## src/sv/rpc_pkg.sv

```systemverilog
// shared constants, command type and register indexes for the peak clip filter
// no dependencies; imported by every other file of the block but rpc_ram

package rpc_pkg;

	// frame geometry and pixel format
	localparam int MAX_COLS   = 1024;
	localparam int PIXEL_BITS = 16;
	localparam int COL_BITS   = $clog2(MAX_COLS);
	localparam int COLS_BITS  = COL_BITS + 1;
	localparam int ROW_BITS   = 16;

	// configuration port
	localparam int CFG_IDX_BITS  = 2;
	localparam int CFG_DATA_BITS = 16;
	localparam logic [CFG_IDX_BITS-1:0] CFG_FRAME_COLS = CFG_IDX_BITS'(0);
	localparam logic [CFG_IDX_BITS-1:0] CFG_FRAME_ROWS = CFG_IDX_BITS'(1);
	localparam logic [COLS_BITS-1:0] COLS_RESET = COLS_BITS'(1024);
	localparam logic [ROW_BITS-1:0]  ROWS_RESET = ROW_BITS'(1024);

	// command queue between front and back
	localparam int QUEUE_DEPTH = 4;
	localparam int QPTR_BITS   = $clog2(QUEUE_DEPTH);
	localparam int QCNT_BITS   = QPTR_BITS + 1;

	typedef logic [PIXEL_BITS-1:0] pixel_t;
	typedef logic [COL_BITS-1:0]   col_t;

	// one classified item for the back end
	typedef struct packed {
		pixel_t pixel;
		col_t   col;
		logic   wr_mid;
		logic   emit;
		logic   has_top;
		logic   has_bottom;
		logic   has_left;
		logic   has_right;
		logic   row_end;
		logic   frame_end;
	} cmd_t;

endpackage

```

## src/sv/rpc_queue.sv

```systemverilog
// short command queue that decouples the front end from the back end
// depends on rpc_pkg

module rpc_queue import rpc_pkg::*; (
	input  logic clk,
	input  logic arst_n,
	input  logic push,
	input  cmd_t push_cmd,
	output logic full,
	input  logic pop,
	output logic pop_valid,
	output cmd_t pop_cmd
);

	cmd_t                 slots_q [QUEUE_DEPTH];
	logic [QPTR_BITS-1:0] wr_ptr_q;
	logic [QPTR_BITS-1:0] rd_ptr_q;
	logic [QCNT_BITS-1:0] count_q;

	assign full      = count_q == QCNT_BITS'(QUEUE_DEPTH);
	assign pop_valid = count_q != '0;
	assign pop_cmd   = slots_q[rd_ptr_q];

	// storage
	always_ff @(posedge clk) begin
		if (push) begin
			slots_q[wr_ptr_q] <= push_cmd;
		end
	end

	// pointers and fill level
	always_ff @(posedge clk or negedge arst_n) begin
		if (!arst_n) begin
			wr_ptr_q <= '0;
			rd_ptr_q <= '0;
			count_q  <= '0;
		end else begin
			if (push) begin
				wr_ptr_q <= wr_ptr_q + 1'b1;
			end
			if (pop) begin
				rd_ptr_q <= rd_ptr_q + 1'b1;
			end
			if (push && !pop) begin
				count_q <= count_q + 1'b1;
			end else if (pop && !push) begin
				count_q <= count_q - 1'b1;
			end
		end
	end

endmodule

```

## config.mk

```make
export PLATFORM = sky130hd
export DESIGN_NAME = rpc_queue
export DESIGN_NICKNAME = d
export VERILOG_FILES = /design/src/sv/rpc_pkg.sv /design/src/sv/rpc_queue.sv
export SDC_FILE = /design/constraint.sdc
export NUM_CORES = 1
export LEC_CHECK = 0
export BUFFER_PORTS_ARGS = -buffer_cell sky130_fd_sc_hd__buf_2
export CAP_MARGIN = 10
export CORE_ASPECT_RATIO = 2
export CORE_MARGIN = 2
export CORE_UTILIZATION = 53
export CTS_BUF_LIST = sky130_fd_sc_hd__clkbuf_8
export DETAILED_ROUTE_END_ITERATION = 10
export GPL_ROUTABILITY_DRIVEN = 0
export PLACE_DENSITY = 0.83
export SYNTH_ARGS = -nofsm -noshare
export SYNTH_HDL_FRONTEND = slang
export SYNTH_SLANG_ARGS = --single-unit
```

## constraint.sdc

```tcl
create_clock -name clk -period 1.75 [get_ports clk]
set_input_delay 0.35 -clock clk [delete_from_list [all_inputs] [get_ports clk]]
set_output_delay 0.35 -clock clk [all_outputs]
set_load 0.01 [all_outputs]
```

# Yosys cells after proc, flatten, opt, wreduce, memory -nomap -nowiden
# Memories as Yosys holds them, arrays and structs flattened.
# Index checks and enable logic that the tools add are counted.
[word_totals] reg_bits=7 mem_bits_rw=136 out_inout_bits=36 n_memories=1
[classes] n_addsub=4 eq_ne=1 muxes=4 n_reduce_logical=6
[mem_list] memory="slots_q" words=4 word_bits=34 rd=1 rd_ports_with_merged_regs=0 write_ports=1 line="rpc_queue.sv:15" rtl="cmd_t slots_q [QUEUE_DEPTH];"
[ops] operator="$mux 3" n=2
[ops] operator="$add 2x1->2 const B" n=2
[ops] operator="$add 3x1->3 const B" n=1
[ops] operator="$eq 3x3->1 const B" n=1
[ops] operator="$reduce_bool 3->1" n=1
[ops] operator="$sub 3x1->3 const B" n=1
[ops] operator="$logic_and 1x1->1" n=2
[ops] operator="$logic_not 1->1" n=2
[ops] operator="$mux 1" n=2
[ops] operator="$reduce_bool 2->1" n=1

# Longest topological paths before layout
# Gate-level depths: netlist of run 1.
[logic_depth] ltp_word=4 depth_mapped=7 depth_no_buf=7

# Least setup slack after synthesis of run 1
# OpenSTA, ideal clock, no wires.
[synth_timing] kind="flip-flop to flip-flop" from="register wr_ptr_q[0]" to="memory slots_q[2][0] (netlist bit) (enable)" setup_time_ns=0.394 arrival_time_ns=1.449 t_required_ns=1.356 setup_slack_ns=-0.094 stages_incl_launch_ff=4 n_path_buf=0 period_less_slack_ns=1.844 cell_sequence="dfrtp_1 > inv_1 > ha_1 > and2_1"
[synth_rtl] element="start, declared" line="rpc_queue.sv:16" rtl="logic [QPTR_BITS-1:0] wr_ptr_q;"
[synth_rtl] element="start signal, assigned" line="rpc_queue.sv:39" rtl="wr_ptr_q <= wr_ptr_q + 1'b1;"
[synth_rtl] element="end, declared" line="rpc_queue.sv:15"
# No word-level cell before the write port.

==> results of run 1 <==
-- what timing repair did --
item	CTS	global route
setup buffers	3	0
resized for setup	18	13
endpoints found under the hold margin	7	0
hold buffers	1	0
endpoints found under the setup margin	35	64
-- cells in the mapped netlist --
library cell | number | area [um2]
sky130_fd_sc_hd__o21ai_0 | 1 | 5.00
sky130_fd_sc_hd__xor2_1 | 4 | 35.0
sky130_fd_sc_hd__dfrtp_1 | 7 | 175
sky130_fd_sc_hd__mux4_1 | 6 | 158
sky130_fd_sc_hd__fa_1 | 1 | 20.0
sky130_fd_sc_hd__buf_2 | 4 | 20.0
sky130_fd_sc_hd__nor2_1 | 1 | 3.75
sky130_fd_sc_hd__and2_1 | 4 | 25.0
sky130_fd_sc_hd__nor3b_1 | 1 | 7.51
sky130_fd_sc_hd__mux2_2 | 1 | 11.3
sky130_fd_sc_hd__buf_12 | 3 | 60.1
sky130_fd_sc_hd__xnor2_1 | 2 | 17.5
sky130_fd_sc_hd__buf_6 | 1 | 11.3
sky130_fd_sc_hd__mux4_2 | 28 | 631
sky130_fd_sc_hd__nand2_1 | 2 | 7.51
sky130_fd_sc_hd__or3_1 | 1 | 6.26
sky130_fd_sc_hd__edfxtp_1 | 136 | 4080
sky130_fd_sc_hd__inv_1 | 4 | 15.0
sky130_fd_sc_hd__ha_1 | 5 | 62.6
-- per-stage QoR --
stage	utilization	worst slack, ns
after detailed placement	0.610	0.0517
after floorplan	-	0.246
after global placement	0.610	0.0670
after CTS	0.658	-0.381
final	0.666	-0.322
after global routing	0.666	-0.399
-- per-layer routing --
| metal | wire length (um) | part of all wire |
|---|---|---|
| met1 | 3360 | 0.38 |
| met2 | 5040 | 0.57 |
| met3 | 319 | 0.036 |
| met4 | 181 | 0.020 |
| met5 | 0 | 0 |
-- area by class of cell --
cell class / instances / share of cell area
sequential: 143 / 0.655
multi-input combinational: 57 / 0.150
timing repair buffer: 89 / 0.108
clock buffer: 17 / 0.0360
tap: 132 / 0.0254
clock inverter: 15 / 0.0227
inverter: 4 / 0.00231
antenna: 2 / 0.000770
-- flip-flops by register name, indices dropped and copies added, names as in the netlist --
signal / cells
count_q: 3
rd_ptr_q: 2
slots_q: 136
wr_ptr_q: 2
-- cells by family (layout without fill, tap and decap cells) --
family | after synthesis | count (layout) | share of synthesized area
compound gates | 1 | 1 | 0.000934
xor+xnor | 6 | 6 | 0.00981
mux | 35 | 35 | 0.149
fa+ha+maj | 6 | 6 | 0.0154
other cells | 0 | 2 | 0
simple gates | 9 | 9 | 0.00935
flops | 143 | 143 | 0.795
buf+inv | 12 | 125 | 0.0199
-- worst paths after layout --
kind | endpoint | slack [ns] | startpoint
worst min-delay path | slots_q[1][2] | 0.14 | push_cmd[2]
min in group asynchronous | count_q[2] | 0.28 | arst_n
worst min register to register | count_q[2] | 0.50 | count_q[2]
worst max-delay path | pop_cmd[7] | -0.32 | rd_ptr_q[0]
max in group asynchronous | rd_ptr_q[0] | 1.29 | arst_n
worst max register to register | count_q[2] | 0.23 | count_q[0]
-- where the power goes --
part	internal [uW]	switching, uW
Clock	1250	1180
Sequential	4490	215
Combinational	2030	1680
Total	7780	3070
==> results, run 1 <==
- Setup repair after global routing could not meet its margin everywhere.
- Input and output buffers added on the ports amount to between 70 and 80.
- TritonCTS created 17 clock buffers.
- The setup clock skew after layout is roughly 0.0086 ns.
- Of all nets on the critical path, the largest fanout is 12.
- The number of maximum-capacitance violations is 0.
- The footprint of the flip-flops and latches is 0.00426 mm2.
- The leakage power is 0.00229 uW.
- VDD sags by at most 939 uV.
- Entering global routing, the biggest net connects 35 pins.
- The worst-skew pair later-pin latency is 0.43 ns.
- For this run, the top clock speed supported by timing is 0.483 GHz.
- The tree is rooted in a sky130_fd_sc_hd__clkbuf_8.
- In the global route stage, overall resource usage came out at 0.178.
- The number of top-level pins is 74.
- The clock-pin slew of the registers on the worst-case setup and hold paths is approximately 0.080 ns.
- The floorplan has just over 50 rows.
- STA classifies the critical path startpoint as a flop.
- Setup violations remaining at the end of the flow were counted as 34.
- The type of destination of the critical path is an output pin.
- The distinct cell type count of the synthesized netlist is 19.
- The first global-routing pass estimated 13.8 mm of wire.
- The aggregate global routing overflow is 0.
- For met3 alone, demand over resource in global routing was 0.0531.
- In the final routed layout, each cell accounts on average for a little under 20 um.
- The die covers 0.0110 mm2.
- At the worst endpoint, the arrival time is approximately 1.7 ns.
- The classification of the worst setup path is flop to output pin.
- The slowest stage of the critical path is the sky130_fd_sc_hd__mux4_2 cell.
- The routed design could run at a clock period as short as 2.07 ns.
- The register area share after synthesis is 0.795.
- The number of warnings issued by yosys is 0.
- Counting both buffers and inverters, the worst setup path holds a total of 2.
- The total count of hold-check failures in the final report is 0.
- The number of vias after detailed routing is 2,410.
- The top cell types in the final layout, fill and taps aside, are 136 x sky130_fd_sc_hd__edfxtp_1, 49 x sky130_fd_sc_hd__buf_2, 34 x sky130_fd_sc_hd__mux4_2, 24 x sky130_fd_sc_hd__buf_6, 17 x sky130_fd_sc_hd__clkbuf_8.
- The flow ran to the end, but the final reports show violations.
- The half-perimeter wire length of the detailed placement result is roughly 5.9 mm.
- The worst pin sits at a relative slew slack of 0.656.
- The sink count of the clock tree is 143.
- The largest buffer count on any clock path is 2.
- In the routed layout, each cell is associated on average with a via count of around 5.3.
- The initial antenna violation count is 2.
- The endpoint required time on the critical path is roughly 1.4 ns.
- Relative to the synthesized area, the layout overhead comes to 21.4%.
- The number of cells on the worst hold path is 1.
- The number of cell instances on the worst register-to-register path is 5.
- The most utilized layer in the global route result is met2.
- The number of placed instances with taps included is 421.
- The final sum of negative setup slack is -10.13 ns.
- At the pin with the least slew margin, the transition time is between 0.5 and 0.6 ns.
- The H-tree was split into 4 levels.
- The TritonCTS clock tree is built.
- The total count of max-transition violations in the final report is 0.
- Hold timing on the final database bottoms out at a slack of 0.135 ns.
- The design area is 0.00650 mm2.
- The multi-input gate area in the final layout is 973 um2.
- Dividing total power by cell area gives a power density of 1670 mW/mm2.
- The mapped cell area is 0.00536 mm2.
- For this configuration, the core starts out at a cell density of 0.549.
- The synthesized netlist net count is 256.
- The path length in cells of the critical path is 3.
- The detailed-router iteration count before antenna repair is 4.
- The die span in y is 146 um.
- Synthesis inferred 143 register bits.
- The placeable core region is 0.00976 mm2.
- Synthesis produced 212 cells.
- After detailed placement, the total cell area comes to 0.00595 mm2.
- Dividing the final minimum period by the clock period gives 1.18.
- The worst hold path belongs to the class input port to flop.
- The critical path goes through buf_12 > mux4_2 > buf_6.
- In the global route stage, met1 resource usage came out at 0.206.
- The via count of the first global-routing pass was between 2,000 and 3,000.
- Once routing completed, OpenROAD measured the worst setup slack at -0.322 ns.
- The most common cell after layout, fill and taps aside is sky130_fd_sc_hd__edfxtp_1.
- Of the cells placed in the final design, the portion with a size suffix greater than 1 is 0.489.
- Once detail routing completed, the nets flagged for antenna violations numbered 0.
- For this run, global-route usage on met2 was measured as 0.297.
- The floorplan step set the die width to approximately 75 um.
- The number of standard cells in the layout, taps in and fillers out is 459.
- The DRC violation total after the first TritonRoute iteration is ~150.
- The post-layout total power is 10,900 uW.
- Summed over all layers, the routed wires come to between 8 and 9 mm.
- The number of fill cells in the layout is 616.
- The total number of nets in the final design is 356.
- The checks that failed: setup timing.
- The family of cells with the greatest summed delay on the critical path is multiplexers.
- For this run, design rule violations remaining after detail routing come to 0.
- For this run, the slowest stage of the critical path takes 0.53 ns.
- Each instance of the synthesized netlist takes up on average 25.3 um2.
No activity file was read; power rests on OpenSTA's default activity.
==> run 2: changes to the inputs <==
--- a/config.mk
+++ b/config.mk
@@ -5,15 +5,16 @@
 export SDC_FILE = /design/constraint.sdc
 export NUM_CORES = 1
 export LEC_CHECK = 0
+export ABC_AREA = 1
 export BUFFER_PORTS_ARGS = -buffer_cell sky130_fd_sc_hd__buf_2
-export CAP_MARGIN = 10
+export CAP_MARGIN = 20
 export CORE_ASPECT_RATIO = 2
 export CORE_MARGIN = 2
-export CORE_UTILIZATION = 53
+export CORE_UTILIZATION = 54
 export CTS_BUF_LIST = sky130_fd_sc_hd__clkbuf_8
 export DETAILED_ROUTE_END_ITERATION = 10
 export GPL_ROUTABILITY_DRIVEN = 0
-export PLACE_DENSITY = 0.83
+export PLACE_DENSITY = 0.84
 export SYNTH_ARGS = -nofsm -noshare
 export SYNTH_HDL_FRONTEND = slang
 export SYNTH_SLANG_ARGS = --single-unit
==> run 2 against run 1 <==
Against the previous run:
- the run still ends with setup timing left
- highest routed layer unchanged
- die area grew 5.6%
- clock skew shrank 0.0039 ns
- largest power group unchanged
- combinational power grew 12%
==> results, run 2 <==
- The run finished, with violations left.
- The checks that failed: setup timing.
- The DRC violation count after routing came to 0 (unchanged).
- The endpoint identified for the worst register-to-register timing path is slots_q[0][12].
- The largest registers in the layout are slots_q x136, count_q x3.
- The TritonCTS clock tree is built.
- The register area share after synthesis is 0.737 (-0.0579).
- The total count of hold-check failures in the final report is 0 (unchanged).
- The highest ir drop seen on vdd is 1070 uV (+14%).
- The wire length per cell after detailed routing is 16.4 um (-15%).
- The worst hold path terminates at slots_q[3][32].
- The total count of max-transition violations in the final report came to 0 (unchanged).
- After synthesis, the cell types taking the most area are sky130_fd_sc_hd__edfxtp_1 71%, sky130_fd_sc_hd__o211ai_1 8.8%, sky130_fd_sc_hd__nand2_1 7.5%.
- The slew at the pin closest to its max-slew limit is 0.297 ns (-0.219 ns).
- The number of standard-cell rows in the floorplan is 53 (+3.9%).
- The portion of the clock cycle consumed by the worst path in the final layout is 1.16 (-0.0225).
- The worst path setup slack after routing is -0.282 ns (+0.0394 ns).
- The number of maximum-capacitance violations is 0 (unchanged).
- The proportion of power drawn by flip-flops and latches is 0.409 (-0.025).
- The clock share of power is 0.232 (+0.007).
- The die span in y was 150 um (+2.8%).
- The average instance area after synthesis is 13.0 um2 (-49%).
- The design area is 0.00686 mm2 (+5.5%).
- The number of cells on the worst hold path is 1 (unchanged).
- The path class of the tightest hold or removal check is input port to flop.
- The number of vias after detailed routing was 3,536 (+47%).
- The final sum of negative setup slack came to -7.88 ns (+2.25 ns).
- Routed signal wires occupy layers up through met4.
- From synthesis to final layout, the design area changed by 18.8%.
- The count of antenna-violating nets left after detailed routing is 0 (unchanged).
- The number of top-level pins is 74 (unchanged).
- The largest buffer count on any clock path came to 2 (unchanged).
- The die extent in x is 77.1 um (+2.7%).
- The all-layer global routing usage was 0.204 (+0.0258).
- In the layout the commonest cells are 136 x sky130_fd_sc_hd__edfxtp_1, 116 x sky130_fd_sc_hd__nand2_1, 79 x sky130_fd_sc_hd__inv_1, 73 x sky130_fd_sc_hd__buf_2, 68 x sky130_fd_sc_hd__o211ai_1.
- The half-perimeter wire length of the detailed placement result came to 6.83 mm (+16%).
- The predominant post-synthesis flop cell is sky130_fd_sc_hd__edfxtp_1.
- The number of standard cells in the layout, taps in and fillers out came to 684 (+49%).
- The share of total power in combinational logic is 0.359 (+0.017).
- The largest net degree at the start of global routing is 37 (+5.7%).
- The clock-pin slew of the registers on the worst-case setup and hold paths is 0.08 ns (about the same).
- The post-layout total power is 11,600 uW (+6.6%).
- The reg-to-reg setup timing slack is 0.37 ns (+0.14 ns).
- The startpoint type of the worst setup path is a flop.
- The endpoint required time on the critical path is 1.40 ns (about the same).
- The average vias per placed instance is 5.17 (-1.5%).
- The met1 layer wirelength in the final routing is 4.08 mm (+21%).
- The final-report setup violation count is 34 (unchanged).
- The setup clock skew after layout is 0.00469 ns (-0.00390 ns).
- The share of layout cells above drive strength 1 is 0.229 (-0.260).
- The power density normalized to cell area is 1680 mW/mm2 (+0.96%).
- The synthesized netlist net count is 489 (+91%).
- The number of flip-flops under the largest register name is 136 (unchanged).
- The leakage power came to 0.00283 uW (+24%).
- The number of synthesized flops with an enable pin is 136 (unchanged).
- The portion of synthesized cell area occupied by the leading cell type was 0.707 (-0.0555).
- The multi-input gate area in the final layout is 0.00109 mm2 (+12%).
- The switching component of the power is 4040 uW (+31%).
- The switching share of power is 0.349 (+0.0661).
- Leaving out fill and tap cells, the most frequent cell in the layout is sky130_fd_sc_hd__edfxtp_1.
- In the post-synthesis netlist, the cell with the most instances is sky130_fd_sc_hd__edfxtp_1.
- The launch point of the worst hold path is push_cmd[32].
- The highest achievable clock rate is 0.492 GHz (+1.9%).
- The data arrival time at the worst-slack endpoint came to 1.68 ns (-0.04 ns).
- The aggregate global routing overflow is 0 (unchanged).
- STA classifies the critical path endpoint as an output pin.
- The initial antenna violation count is 1 (-1).
- The sink count of the clock tree is 143 (unchanged).
- Setup repair after global routing could not meet its margin everywhere.
- The number of cell instances on the worst register-to-register path is 5 (unchanged).
- The number of cells produced by synthesis came to 445 (+110%).
- The DRC violation total after the first TritonRoute iteration is 187 (+29%).
- The total placed instance area is 0.00637 mm2 (+7.0%).
- The final routed wirelength across all metal layers is 11.2 mm (+26%).
- The worst-skew pair later-pin latency is 0.42 ns (about the same).
- The via count of the first global-routing pass is 3,738 (+43%).
- The wire length of the first global-routing pass came to 17.7 mm (+28%).
- The number of placed instances with taps included was 645 (+53%).
- The number of fill cells in the layout was 788 (+28%).
- The number of warnings issued by yosys is 0 (unchanged).
- The number of port buffers is 73 (unchanged).
- The footprint of the flip-flops and latches came to 0.00426 mm2 (about the same).
- The register bit count reported by yosys came to 143 (unchanged).
- The setup path with the least slack is of type flop to output pin.
- The routed wire length on met2 is 6.28 mm (+24%).
- The utilization after layout is 0.655 (-0.0110).
- The distinct cell type count of the synthesized netlist was 18 (-1).
- The worst register-to-register path begins at wr_ptr_q[0].
- The total number of H-tree levels is 4 (unchanged).
- The detailed-router iteration count before antenna repair came to 4 (unchanged).
- The effective utilization at floorplan is 0.551 (+0.00272).
- The placeable core region is 0.0105 mm2 (+7.3%).
- CTS placed an instance of sky130_fd_sc_hd__clkbuf_8 at the clock tree root.
- The relative slew slack is 0.802 (+0.146).
- The mapped cell area is 0.00578 mm2 (+7.9%).
- The final critical delay including setup and external delays is 2.03 ns (-0.0394 ns).
- The total clock buffers created by CTS is 17 (unchanged).
- The area enclosed by the die boundary is 0.0116 mm2 (+5.6%).
- More flip-flops sit in one register than any other, and that register is slots_q.
- The design internal power is 7520 uW (-3.3%).
- By count the netlist is led by 136 x sky130_fd_sc_hd__edfxtp_1, 116 x sky130_fd_sc_hd__nand2_1, 79 x sky130_fd_sc_hd__inv_1, 68 x sky130_fd_sc_hd__o211ai_1, 15 x sky130_fd_sc_hd__buf_2.
- The total number of nets in the final design is 577 (+62%).
- Summed over all instances, the cell type with the most area after synthesis is sky130_fd_sc_hd__edfxtp_1.
- The top fanout value on the critical path came to 31 (+19).
- The fraction of registers with async set or reset after synthesis came to 0.0490 (unchanged).
- The met3 routed wirelength came to 501 um (+57%).
run 2: kinds of logic after synthesis:
group | count (synthesis) | share of synthesized area
AND/OR/NAND/NOR | 120 | 0.0789
XOR/XNOR | 4 | 0.00607
buffers and inverters | 103 | 0.0741
AO/OA/AOI/OAI | 69 | 0.0893
flip-flops | 143 | 0.737
adder cells (fa/ha/maj) | 6 | 0.0143
run 2: cell type report:
cell class	instances	share of cell area
flip-flops and latches	143	0.621
multi-input cells	199	0.159
repair buffers	92	0.0901
inverters	80	0.0438
clock buffers	17	0.0341
clock inverters	15	0.0270
well taps	137	0.0250
diodes	1	0.000365
run 2: worst max-delay path by stage:
stage | startpoint | endpoint | depth (start not counted)
2_1_floorplan | wr_ptr_q[0] | slots_q[2][0] | 4
3_3_place_gp | rd_ptr_q[0] | pop_cmd[24] | 5
3_5_place_dp | rd_ptr_q[0] | pop_cmd[7] | 4
4_1_cts | rd_ptr_q[0] | pop_cmd[17] | 4
5_1_grt | rd_ptr_q[0] | pop_cmd[30] | 5
6_report | rd_ptr_q[0] | pop_cmd[6] | 5
run 2: power by group through the flow:
stage / logic, uW / clock network (uW) / registers [uW]
floorplan: 2530 / 0 / 4720
global placement: 3760 / 0 / 4840
detailed placement: 3900 / 0 / 4890
CTS: 4050 / 2730 / 4770
global route: 4590 / 2860 / 4780
finish: 4160 / 2680 / 4720
run 2: through the flow:
stage / hold WS (ns) / setup slack [ns]
CTS: 0.111 / -0.298
finish: 0.134 / -0.282
detailed placement: 0.201 / 0.118
floorplan: 0.0544 / 0.0254
global placement: 0.199 / 0.150
global route: 0.114 / -0.352
run 2: routing by layer:
| layer | vias up | track usage |
|---|---|---|
| li1 | 1713 | - |
| met1 | 1698 | 0.205 |
| met2 | 102 | 0.376 |
| met5 | - | 0 |
| met4 | 0 | 0.124 |
| met3 | 23 | 0.0462 |
run 2: what timing repair did:
item,CTS,global route
pin swaps,0,42
gates resized for setup,0,4
endpoints found under the setup margin,34,34
hold buffers,1,0
endpoints found under the hold margin,7,0
gates cloned,0,0
setup buffers,3,2
run 2: critical path: stages, from the launching register on:
cell	delay (ns)
sky130_fd_sc_hd__dfrtp_4	0.50
sky130_fd_sc_hd__buf_12	0.16
sky130_fd_sc_hd__buf_12	0.16
sky130_fd_sc_hd__o211ai_1	0.19
sky130_fd_sc_hd__nand2_1	0.10
sky130_fd_sc_hd__buf_2	0.15
